===== src/sv/tp_pkg.sv =====
// ----------------------------------------------------------------------------
// tp_pkg
// Shared types and constants of the threshold projection pipeline.
// ----------------------------------------------------------------------------
package tp_pkg;

	// one in Q1.16
	localparam logic [16:0] ONE_Q16   = 17'd65536;
	// slope saturation value, Q9.16
	localparam logic [24:0] SLOPE_MAX = 25'h1FF_FFFF;
	// exp(-1) in Q0.32 as produced by the series and reciprocal
	localparam logic [30:0] E1_Q32    = 31'd1580030172;

	// register addresses (word select bit)
	localparam logic REG_THRESH = 1'b0;
	localparam logic REG_STEEP  = 1'b1;

	// sideband that travels with every transaction
	typedef struct packed {
		logic        tok;    // internal transaction that computes exp(-beta)
		logic        neg;    // sample below zero
		logic        over;   // sample above one
		logic        lower;  // sample at or below the threshold
		logic        sat;    // exponent argument too large, exp is zero
		logic [15:0] d;      // distance from the threshold
		logic [4:0]  n;      // integer part of the exponent argument
	} side_t;

	// series accumulation state
	typedef struct packed {
		side_t       side;
		logic [15:0] f;
		logic [31:0] sum;
	} tay_t;

endpackage


===== src/sv/tp_out.sv =====
// ----------------------------------------------------------------------------
// tp_out
// Combines exp terms into projected density and slope, rounds, clamps
// and drives the result registers.
// ----------------------------------------------------------------------------
module tp_out import tp_pkg::*; (
	input  logic        clk,
	input  logic        arst_n,
	input  logic        in_vld,
	input  side_t       in_side,
	input  logic [32:0] a,
	input  logic [32:0] c,
	input  logic [15:0] eta,
	input  logic [15:0] beta,
	output logic        done,
	output logic [16:0] density_out,
	output logic [24:0] slope_out
);

	logic [16:0] w17_c;
	logic [15:0] mlt_c;
	logic [32:0] am_c;

	logic        vld_s1;
	side_t       side_s1;
	logic [48:0] pa_s1, pc_s1, pb_s1;

	logic [51:0] acc_c, rnd_c;
	logic [19:0] dr_c;
	logic [16:0] dens_c;
	logic [50:0] ss_c;
	logic [26:0] sl_c;
	logic [24:0] slope_c;

	logic        done_s2;
	logic [16:0] dens_s2;
	logic [24:0] slope_s2;

	// products
	assign w17_c = ONE_Q16 - {1'b0, eta};
	assign mlt_c = in_side.lower ? eta : w17_c[15:0];
	assign am_c  = in_side.lower ? a : (33'h1_0000_0000 - a);

	always_ff @(posedge clk or negedge arst_n) begin
		if (!arst_n) begin
			vld_s1  <= 1'b0;
			done_s2 <= 1'b0;
		end else begin
			vld_s1  <= in_vld;
			done_s2 <= vld_s1 && !side_s1.tok;
		end
	end

	always_ff @(posedge clk) begin
		side_s1 <= in_side;
		pa_s1   <= 49'(mlt_c) * 49'(am_c);
		pc_s1   <= 49'(in_side.d) * 49'(c);
		pb_s1   <= 49'(beta) * 49'(a);
	end

	// density accumulate, round, clamp
	always_comb begin
		if (side_s1.lower) begin
			acc_c = {3'd0, pa_s1} - {3'd0, pc_s1};
		end else begin
			acc_c = {3'd0, pa_s1} + {3'd0, pc_s1} + {4'd0, eta, 32'd0};
		end
		rnd_c = acc_c + 52'h8000_0000;
		dr_c  = rnd_c[51:32];
		if (acc_c[51]) begin
			dens_c = '0;
		end else if (dr_c > 20'(ONE_Q16)) begin
			dens_c = ONE_Q16;
		end else begin
			dens_c = dr_c[16:0];
		end
	end

	// slope round and saturate
	assign ss_c    = {2'd0, pb_s1} + {10'd0, c, 8'd0} + (51'd1 << 23);
	assign sl_c    = ss_c[50:24];
	assign slope_c = (sl_c[26:25] != 2'd0) ? SLOPE_MAX : sl_c[24:0];

	always_ff @(posedge clk) begin
		if (side_s1.neg) begin
			dens_s2  <= '0;
			slope_s2 <= '0;
		end else if (side_s1.over) begin
			dens_s2  <= ONE_Q16;
			slope_s2 <= '0;
		end else begin
			dens_s2  <= dens_c;
			slope_s2 <= slope_c;
		end
	end

	assign done        = done_s2;
	assign density_out = dens_s2;
	assign slope_out   = slope_s2;

endmodule


===== config.mk =====
export PLATFORM = sky130hd
export DESIGN_NAME = tp_out
export DESIGN_NICKNAME = d
export VERILOG_FILES = /design/src/sv/tp_pkg.sv /design/src/sv/tp_out.sv
export SDC_FILE = /design/constraint.sdc
export NUM_CORES = 2
export LEC_CHECK = 0
export BUFFER_PORTS_ARGS = -buffer_cell sky130_fd_sc_hd__buf_2
export CAP_MARGIN = 20
export CORE_UTILIZATION = 45
export CTS_BUF_LIST = sky130_fd_sc_hd__clkbuf_2 sky130_fd_sc_hd__clkbuf_4 sky130_fd_sc_hd__clkbuf_8
export CTS_CLUSTER_DIAMETER = 150
export DETAILED_ROUTE_END_ITERATION = 7
export PLACE_DENSITY_LB_ADDON = 0.25
export SYNTH_ARGS = -nofsm -noshare
export SYNTH_HDL_FRONTEND = slang
export SYNTH_SLANG_ARGS = --single-unit

===== constraint.sdc =====
create_clock -name clk -period 10.85 [get_ports clk]
set_input_delay 2.7125 -clock clk [delete_from_list [all_inputs] [get_ports clk]]
set_output_delay 2.7125 -clock clk [all_outputs]
set_load 0.02 [all_outputs]

==> flow_metrics.tcl <==
set metrics [dict create \
    status "finished, final reports clean" \
    yosys.area.top_type "fa_1" \
    synth_edf_count 0 \
    startpoint_type "primary input" \
    grt_pass1_wl_um 284000 \
    firstDrtPassIters 5 \
    whs_ps 385 \
    yosysSeqAreaShare 0.0626 \
    tightest_slew_ps 1030 \
    synth_mux_area_frac 0.00273 \
    final_hold_viol_count 0 \
    grt_max_degree 43 \
    grt_overflow 0 \
    track_usage 0.271 \
    die_w_um 367 \
    synth-xor-area-share 0.0380 \
    crit_slowest_cell "fa_1" \
    ff2ff_path_depth 16 \
    route.vias.total 47794 \
    synth_simple_gate_area_frac 0.163 \
    synth.distinct_cells 101 \
    final_common_cell "inv_1" \
    regToRegSetupSlack_ps 5620 \
    synth_cells 6859 \
    grt_pass1_vias 50618 \
    post_dp_cell_area_um2 65100 \
    clockBufferDepth 2 \
    antenna_found_initial 17 \
    nFillCells 12610 \
    async_flop_share 0.0107 \
    htree_levels 4 \
    cts_tree "done" \
    drive_gt1_frac 0.0930 \
    gp_congestion 0.947 \
    fmax_mhz 95.5 \
    initial_core_util 0.455 \
    die_h_um 367 \
    hp-start "side_s1[25]" \
    final_area_um2 65600 \
    synthFlopType "dfxtp_1" \
    syn-num-nets 8851 \
    drv_cap 0 \
    crit_top_cell "fa_1" \
    cts_sinks 187 \
    startpoint "eta[0]" \
    ys_warn_count 0 \
    cts_buffers 17 \
    fin_skew_ps 36.1 \
    area_growth_pct 9.44 \
    yosysTopAreaCellShare 0.438 \
    relSlewSlack 0.311 \
    rsz0062_at_grt "false" \
    synth_compound_area_frac 0.0767 \
    multiInputGateArea_um2 50100 \
    seq_area_um2 3750 \
    min_path_cells 1 \
    routed_wl_um 177000 \
    setup_viol 0 \
    syn_avg_cell_area_um2 8.74 \
    cp.required_ps 11330 \
    io_pins 170 \
    ctsRootBufferMaster "clkbuf_8" \
    rows 133 \
    worstReg2RegStart "pa_s1[22]" \
    postRouteAntennaNets 0 \
    hpwl_um 151000 \
    period_share 0.965 \
    fin_crit_ps 10470 \
    drtIter0Drc 3321 \
    critPathMaxStageDelay_ps 570 \
    mostFrequentLayoutCells "1372 x inv_1, 1311 x fa_1, 1183 x nand2_1" \
    synth_fa_ha_area_frac 0.553 \
    endpoint_kind "register" \
    viasPerCell 5.35 \
    synth_top_family_by_area "adder cells" \
    ys_seq_elements 187 \
    hold_path.class "register to register" \
    clk_latency_ps 600 \
    final_core_util 0.498 \
    core-area_um2 132000 \
    cts_hold_buffers 0 \
    cp.arrival_ps 10950 \
    crit_type "primary input to register" \
    synthTopCellsByArea "fa_1 44%, ha_1 12%, inv_1 8.6%, nand2_1 7.4%, dfxtp_1 6.2%" \
    drc 0 \
    syn_area_um2 60000 \
    wire_per_inst_um 19.8 \
    dieArea_um2 135000 \
    nNetsFinal 9160 \
    cp_max_fo 12 \
    io_buffers 163 \
    clkTransAtPathRegs_ps 120 \
    slew_viol_final 0 \
]
[registers in the layout, summed over array words and instances, names as in the netlist]
register     count
done             1
vld_s1           1
density_out     17
pb_s1           41
slope_out       25
pc_s1           49
pa_s1           49
side_s1          4
[synth_stat cells, drive strengths merged, types with 9 or more instances]
master   count
o21bai      32
nand3       50
o21ai      108
and3        24
buf         35
nand4       39
inv       1373
mux2i       13
a31oi       21
nor3b       12
a211oi      25
a211o       11
fa        1311
nand2     1183
nor3        58
xnor2      171
xor2        89
and2       304
nand2b      23
and4        15
a2111oi     11
clkbuf     237
or3         11
ha         554
o211ai      19
a21oi      232
nor2       398
o31ai       14
dfxtp      185
a21boi       9
nor2b       27
a21o        94
or2         11
nor4        18
o21a        36
[area by class of cell]
| class | count | share of cell area |
|---|---|---|
| Multi-Input combinational cell | 5025 | 0.764 |
| Inverter | 1375 | 0.0786 |
| Timing Repair Buffer | 562 | 0.0596 |
| Sequential cell | 187 | 0.0572 |
| Tap cell | 1755 | 0.0335 |
| Clock buffer | 17 | 0.00357 |
| Clock inverter | 15 | 0.00318 |
| Antenna cell | 5 | 0.000191 |
[metrics by stage]
step	setup slack (ps)	setup TNS, ps	instances
floorplan	36.7	0	6859
global placement	-226	-1120	8903
detailed placement	-260	-1390	8903
CTS	369	0	8935
global route	2.37	0	8940
finish	377	0	8941
[metal layers]
layer,track usage,part of all wire,up-vias
li1,-,-,21488
met5,0,0.00027,-
met1,0.364,0.42,24320
met2,0.455,0.48,1673
met4,0.0843,0.032,8
met3,0.0355,0.068,305
[cell families (layout without fill, tap and decap cells)]
group,count (synthesis),count (layout)
AO/OA/AOI/OAI,695,695
other,0,5
flip-flops,187,187
AND/OR/NAND/NOR,2189,2189
adder cells (fa/ha/maj),1865,1865
multiplexers,16,16
XOR/XNOR,260,260
buffers and inverters,1647,1969
[worst paths after layout]
check | endpoint
max reg2reg | density_out[9]
max in group asynchronous | done
min | done
min reg2reg | done
min in group asynchronous | vld_s1
max | pa_s1[47]
[what timing repair did]
action / CTS / global route
setup buffers: 0 / 1
endpoints found under the setup margin: 0 / 5
resized for setup: 0 / 3
[worst max-delay path, delay by kind of cell]
kind | cells | cell delay, ps
adders and majority gates | 8 | 3530
AOI/OAI and AO/OA | 12 | 2760
xor gates and xnor gates | 2 | 590
and+or+nand+nor | 3 | 230
buffers and inverters | 8 | 1120
Power is not shown: default switching activity piles up to over one toggle a cycle in this logic, so the estimate is an artifact.
