File: src/sv/tp_pkg.sv
// ----------------------------------------------------------------------------
// tp_pkg
// Shared types and constants of the threshold projection pipeline.
// ----------------------------------------------------------------------------
package tp_pkg;

	// one in Q1.16
	localparam logic [16:0] ONE_Q16   = 17'd65536;
	// slope saturation value, Q9.16
	localparam logic [24:0] SLOPE_MAX = 25'h1FF_FFFF;
	// exp(-1) in Q0.32 as produced by the series and reciprocal
	localparam logic [30:0] E1_Q32    = 31'd1580030172;

	// register addresses (word select bit)
	localparam logic REG_THRESH = 1'b0;
	localparam logic REG_STEEP  = 1'b1;

	// sideband that travels with every transaction
	typedef struct packed {
		logic        tok;    // internal transaction that computes exp(-beta)
		logic        neg;    // sample below zero
		logic        over;   // sample above one
		logic        lower;  // sample at or below the threshold
		logic        sat;    // exponent argument too large, exp is zero
		logic [15:0] d;      // distance from the threshold
		logic [4:0]  n;      // integer part of the exponent argument
	} side_t;

	// series accumulation state
	typedef struct packed {
		side_t       side;
		logic [15:0] f;
		logic [31:0] sum;
	} tay_t;

endpackage

File: src/sv/tp_arg.sv
// ----------------------------------------------------------------------------
// tp_arg
// Classifies the sample and computes the exponent argument
// t = round(beta * d * 256 / den) with a bit-per-stage divider.
// ----------------------------------------------------------------------------
module tp_arg import tp_pkg::*; (
	input  logic               clk,
	input  logic               arst_n,
	input  logic               in_vld,
	input  logic               in_tok,
	input  logic signed [19:0] x,
	input  logic [15:0]        eta,
	input  logic [15:0]        beta,
	output logic               out_vld,
	output side_t              out_side,
	output logic [15:0]        out_frac
);

	logic        neg_c, over_c, lower_c;
	logic [16:0] xu_c, s17_c, w17_c;
	logic [15:0] r_c, d_c, den_c;
	side_t       side_c;

	logic        vld_s1, vld_s2;
	side_t       side_s1, side_s2;
	logic [15:0] den_s1, den_s2;
	logic [31:0] prod_s2;
	logic [40:0] num_c;
	side_t       side_sat_c;

	logic        dv_vld [0:21];
	side_t       dv_side [0:21];
	logic [15:0] dv_den [0:21];
	logic [40:0] dv_rem [0:21];
	logic [20:0] dv_q [0:21];

	// classify the sample
	assign neg_c   = x[19];
	assign over_c  = !x[19] && (x[18:0] > 19'(ONE_Q16));
	assign xu_c    = x[16:0];
	assign lower_c = xu_c <= {1'b0, eta};
	assign r_c     = eta - xu_c[15:0];
	assign s17_c   = xu_c - {1'b0, eta};
	assign w17_c   = ONE_Q16 - {1'b0, eta};
	assign d_c     = in_tok ? 16'd1 : (lower_c ? r_c : s17_c[15:0]);
	assign den_c   = in_tok ? 16'd1 : (lower_c ? eta : w17_c[15:0]);

	always_comb begin
		side_c       = '0;
		side_c.tok   = in_tok;
		side_c.neg   = neg_c;
		side_c.over  = over_c;
		side_c.lower = lower_c;
		side_c.d     = d_c;
	end

	// rounded numerator
	assign num_c = {1'b0, prod_s2, 8'd0} + {26'd0, den_s2[15:1]};

	// quotient overflow flag joins the sideband
	always_comb begin
		side_sat_c     = side_s2;
		side_sat_c.sat = num_c[40:21] >= {4'd0, den_s2};
	end

	// valid bits
	always_ff @(posedge clk or negedge arst_n) begin
		if (!arst_n) begin
			vld_s1    <= 1'b0;
			vld_s2    <= 1'b0;
			dv_vld[0] <= 1'b0;
		end else begin
			vld_s1    <= in_vld;
			vld_s2    <= vld_s1;
			dv_vld[0] <= vld_s2;
		end
	end

	// entry, product and numerator stages
	always_ff @(posedge clk) begin
		side_s1     <= side_c;
		den_s1      <= den_c;
		side_s2     <= side_s1;
		den_s2      <= den_s1;
		prod_s2     <= beta * side_s1.d;
		dv_side[0]  <= side_sat_c;
		dv_den[0]   <= den_s2;
		dv_rem[0]   <= num_c;
		dv_q[0]     <= '0;
	end

	// restoring divider, one quotient bit per stage
	for (genvar j = 0; j < 21; j++) begin : g_div
		logic [40:0] dsh;
		logic        ge;
		assign dsh = 41'(dv_den[j]) << (20 - j);
		assign ge  = dv_rem[j] >= dsh;

		always_ff @(posedge clk or negedge arst_n) begin
			if (!arst_n) begin
				dv_vld[j+1] <= 1'b0;
			end else begin
				dv_vld[j+1] <= dv_vld[j];
			end
		end

		always_ff @(posedge clk) begin
			dv_side[j+1] <= dv_side[j];
			dv_den[j+1]  <= dv_den[j];
			dv_rem[j+1]  <= ge ? (dv_rem[j] - dsh) : dv_rem[j];
			dv_q[j+1]    <= {dv_q[j][19:0], ge};
		end
	end

	// split the argument into integer and fraction
	assign out_vld  = dv_vld[21];
	assign out_frac = dv_q[21][15:0];
	always_comb begin
		out_side   = dv_side[21];
		out_side.n = dv_q[21][20:16];
	end

endmodule

File: config.mk
export PLATFORM = sky130hd
export DESIGN_NAME = tp_arg
export DESIGN_NICKNAME = d
export VERILOG_FILES = /design/src/sv/tp_pkg.sv /design/src/sv/tp_arg.sv
export SDC_FILE = /design/constraint.sdc
export NUM_CORES = 2
export LEC_CHECK = 0
export BUFFER_PORTS_ARGS = -buffer_cell sky130_fd_sc_hd__buf_2
export CAP_MARGIN = 20
export CORE_MARGIN = 5
export CORE_UTILIZATION = 39
export DETAILED_ROUTE_END_ITERATION = 10
export PLACE_DENSITY = 0.56
export SYNTH_ARGS = -nofsm -noshare
export SYNTH_HDL_FRONTEND = slang
export SYNTH_SLANG_ARGS = --single-unit
File: constraint.sdc
create_clock -name clk -period 6.1 [get_ports clk]
set_clock_uncertainty 0.05 [all_clocks]
set_input_delay 1.22 -clock clk [delete_from_list [all_inputs] [get_ports clk]]
set_output_delay 1.22 -clock clk [all_outputs]
set_load 0.01 [all_outputs]
==> results by group <==
Setup path
  – Endpoint class of the critical path: flop
  – Top cell family by delay on the critical path: adder cells
  – CP startpoint kind: primary input
  – Slowest-stage cell, CP: fa_1
  – Worst EP arrival: around 6500 ps
  – CP required: 6740 ps
  – Setup Crit Path Kind: in2reg
  – Worst-path cell chain: clkbuf_4 -> nand2_4 -> fa_1 -> inv_1 -> fa_1 -> fa_1 -> fa_1 -> fa_1 -> inv_1 -> fa_1 -> inv_2 -> ha_4 -> a21o_1 -> a21oi_2 -> o21ai_1 -> a21o_1 -> a21oi_2 -> o221ai_2 -> nor2b_1 -> nor2_2 -> a221oi_2 -> xnor2_1
  – CP peak stage delay: ~600 ps
  – CP Buf/Inv Count: 4
  – Cell mode on critical path: fa_1
  – Critical-path maximum fanout: 7

Synthesis
  – Seq cells post-synth: approximately 1,900
  – Post-synth top flop: dfxtp_1
  – Async S/R FF share, synth: 0.0128
  – Post-synth cell types: ~90
  – Synthesized area: ~0.075 mm²
  – Sequential fraction of the synthesis area: 0.502
  – Yosys warns: 0
  – Syn avg cell area: between 10 and 15 µm²
  – Post-Syn Instances: 7,339
  – Syn_nets: 8,107
  – Post-synth EDFFs: 0

Route
  – Antenna Violating Nets Remaining: 0
  – Final wirelength: around 170,000 µm
  – DRT iter0 DRCs: ~3,200
  – Routed vias/inst: ~4.9
  – Routed len/inst: 16.6 µm
  – DRC violations left: 0
  – Drt first pass iters: 5
  – Via count: 50,100

Global routing
  – Met2 GRT Util: 0.285
  – GRT busiest layer: met2
  – GRT Resource Usage Total: 0.168
  – Vias in the first global route: ~51,000
  – Grt ovf: 0
  – First-pass GRT wire length: between 200,000 and 300,000 µm
  – Met3 Usage GRT: 0.0266
  – Initial antenna violation count: 5
  – Largest net degree at the start of global routing: 34
  – Grt met1 use: 0.223

STA
  – Hold WS: roughly 230 ps
  – Slew Limit Fails: 0
  – Setup Total Neg Slack: 0 ps
  – Tmin final: around 6000 ps
  – Maximum clock rate: ~170 MHz
  – Final Hold Violating Endpoints: 0
  – Setup violators final: 0
  – Rel. slew slack: 0.308
  – Fin crit share: 0.967
  – Least-Margin Pin Slew: 1010 ps

Clock tree
  – TritonCTS clock tree: built
  – CTS Buf Count: ~190
  – Htree depth: 4
  – Worst-skew pair later-pin latency: approximately 840 ps
  – Clk buf depth: 3
  – CTS Sinks: around 1,900
  – Clk Tree Root Cell: clkbuf_16
  – Clock transition at path regs: around 60 ps

Die
  – Die Height: roughly 450 µm
  – Die width: between 400 and 500 µm
  – Initial core utilization: 0.391
  – Core footprint: between 0.15 and 0.2 mm²
  – I/O Pins: 99
  – Die area: about 0.20 mm²
  – Num rows: around 160

Final layout
  – Post-layout util: 0.451
  – Layout cells sized above 1: 0.0973
  – Final nets: between 8,000 and 9,000
  – Area grow syn2layout: 15.3%
  – Cell Count, Final, Fillers Out: 10,300

Placement
  – Cells after DPL: 9,947
  – Global placement routability congestion: approximately 0.88
  – IO Port Bufs: slightly below 100
  – HPWL after DPL: around 130,000 µm

Hold path
  – Min-Delay Path Class: reg2reg

Power
  – Peak supply drop: ~0.6 mV
  – Power Density: between 600 and 700 mW/mm²
  – Leakage power: around 37 nW
  – Power, Total: ~55 mW

Run status
  – Status: complete, no violations

Job
  – Maxcap violations: 0
==> layer usage <==
metal / share of wire / vias to the layer above
met2: 0.47 / 943
li1: - / 25100
met5: 0 / -
met4: 0.022 / 0
met1: 0.46 / 23800
met3: 0.044 / 269
==> area by class of cell <==
class / count / area (µm²)
multi-input combinational: 4579 / 34300
inverter: 738 / 2770
clock buffer: 250 / 5360
antenna: 1 / 2.50
sequential: 1878 / 37700
fill: 18000 / 106000
tap: 2526 / 3160
timing repair buffer: 228 / 1570
clock inverter: 110 / 1740
==> path summary, 6_finish.rpt <==
| check | from | slack (ps) | cells after the start | to |
|---|---|---|---|---|
| worst max-delay path | beta[6] | 200 | 22 | prod_s2[31]$_DFF_P_ |
| worst min-delay path | dv_q[19][5]$_DFF_P_ | 230 | 0 | dv_q[20][6]$_DFF_P_ |
| worst max register to register | side_s1[12]$_SDFF_PP0_ | 280 | 22 | prod_s2[31]$_DFF_P_ |
| worst min register to register | dv_q[19][5]$_DFF_P_ | 230 | 0 | dv_q[20][6]$_DFF_P_ |
| max in group asynchronous | arst_n | 5310 | 1 | out_vld$_DFF_PN0_ |
| min in group asynchronous | arst_n | 310 | 1 | vld_s2$_DFF_PN0_ |
==> cells by family (layout without fill, tap and decap cells) <==
group | count (synthesis) | in the layout | synth area share
simple gates | 2017 | 2017 | 0.135
flops | 1878 | 1878 | 0.502
compound gates | 1173 | 1173 | 0.0963
buf+inv | 882 | 1326 | 0.0455
fa+ha+maj | 712 | 712 | 0.140
xor+xnor | 592 | 592 | 0.0690
mux | 85 | 85 | 0.0127
other cells | 0 | 1 | 0
==> cells in the mapped netlist (all sizes together), types with 32 or more instances <==
| cell type | n | share of area |
|---|---|---|
| a21o | 145 | 0.014 |
| a21oi | 422 | 0.028 |
| a31oi | 32 | 0.0027 |
| and2 | 130 | 0.011 |
| and3 | 33 | 0.0027 |
| buf | 39 | 0.0034 |
| clkbuf | 105 | 0.0052 |
| dfxtp | 1854 | 0.49 |
| fa | 217 | 0.058 |
| ha | 495 | 0.082 |
| inv | 737 | 0.037 |
| mux2 | 70 | 0.011 |
| nand2 | 495 | 0.025 |
| nand2b | 91 | 0.0076 |
| nand3 | 105 | 0.0070 |
| nand4 | 76 | 0.0063 |
| nor2 | 504 | 0.025 |
| nor2b | 79 | 0.0066 |
| nor3 | 162 | 0.011 |
| nor4 | 115 | 0.0098 |
| o21a | 63 | 0.0063 |
| o21ai | 263 | 0.018 |
| o31ai | 34 | 0.0035 |
| or2 | 33 | 0.0027 |
| or3 | 61 | 0.0052 |
| or4 | 33 | 0.0033 |
| xnor2 | 336 | 0.039 |
| xor2 | 256 | 0.030 |
==> power breakdown <==
part	switching [mW]	total, mW	internal [mW]
Combinational	12.2	23.2	11.1
Clock	5.04	12.6	7.57
Sequential	2.68	18.7	16.0
Total	19.9	54.6	34.7
==> through the flow <==
| stage | setup WS, ps | area, µm² |
|---|---|---|
| final | 202 | 86700 |
| after global placement | -568 | 79500 |
| after CTS | 2.94 | 86600 |
| after global routing | -5.31 | 86700 |
| after detailed placement | -595 | 79500 |
| after floorplan | -111 | 75600 |
==> cell usage in the layout (no fill, tap or decap), types with 213 or more instances in the layout <==
master | netlist | final
nand2_1 | 495 | 484
inv_1 | 737 | 731
nor2_1 | 504 | 502
o21ai_0 | 259 | 256
fa_1 | 217 | 213
xor2_1 | 256 | 256
dfxtp_1 | 1854 | 1847
a21oi_1 | 422 | 411
xnor2_1 | 336 | 336
ha_1 | 495 | 484
==> sequential cells by signal (all words and copies together), names as in the netlist, 20 cells and up <==
register and cells:
dv_q 231, dv_side 462, dv_den 211, dv_rem 846
side_s1 20, dv_vld 21, prod_s2 32, side_s2 20
==> worst register-to-register path, delay by kind of cell, from the launching register on <==
family / cells / cell delay [ps]
compound gates: 7 / 1170
fa+ha+maj: 7 / 3170
simple gates: 3 / 320
xor+xnor: 1 / 140
flops: 1 / 450
buf+inv: 4 / 410
==> timing repair <==
| item | CTS | global route |
|---|---|---|
| setup endpoints to repair | 2 | 13 |
| pin swaps | 0 | 5 |
| endpoints found under the hold margin | 0 | 0 |
| resized for setup | 2 | 14 |
| setup buffers | 0 | 1 |
| hold buffers | 0 | 0 |
(Power assumes the default switching activity.)
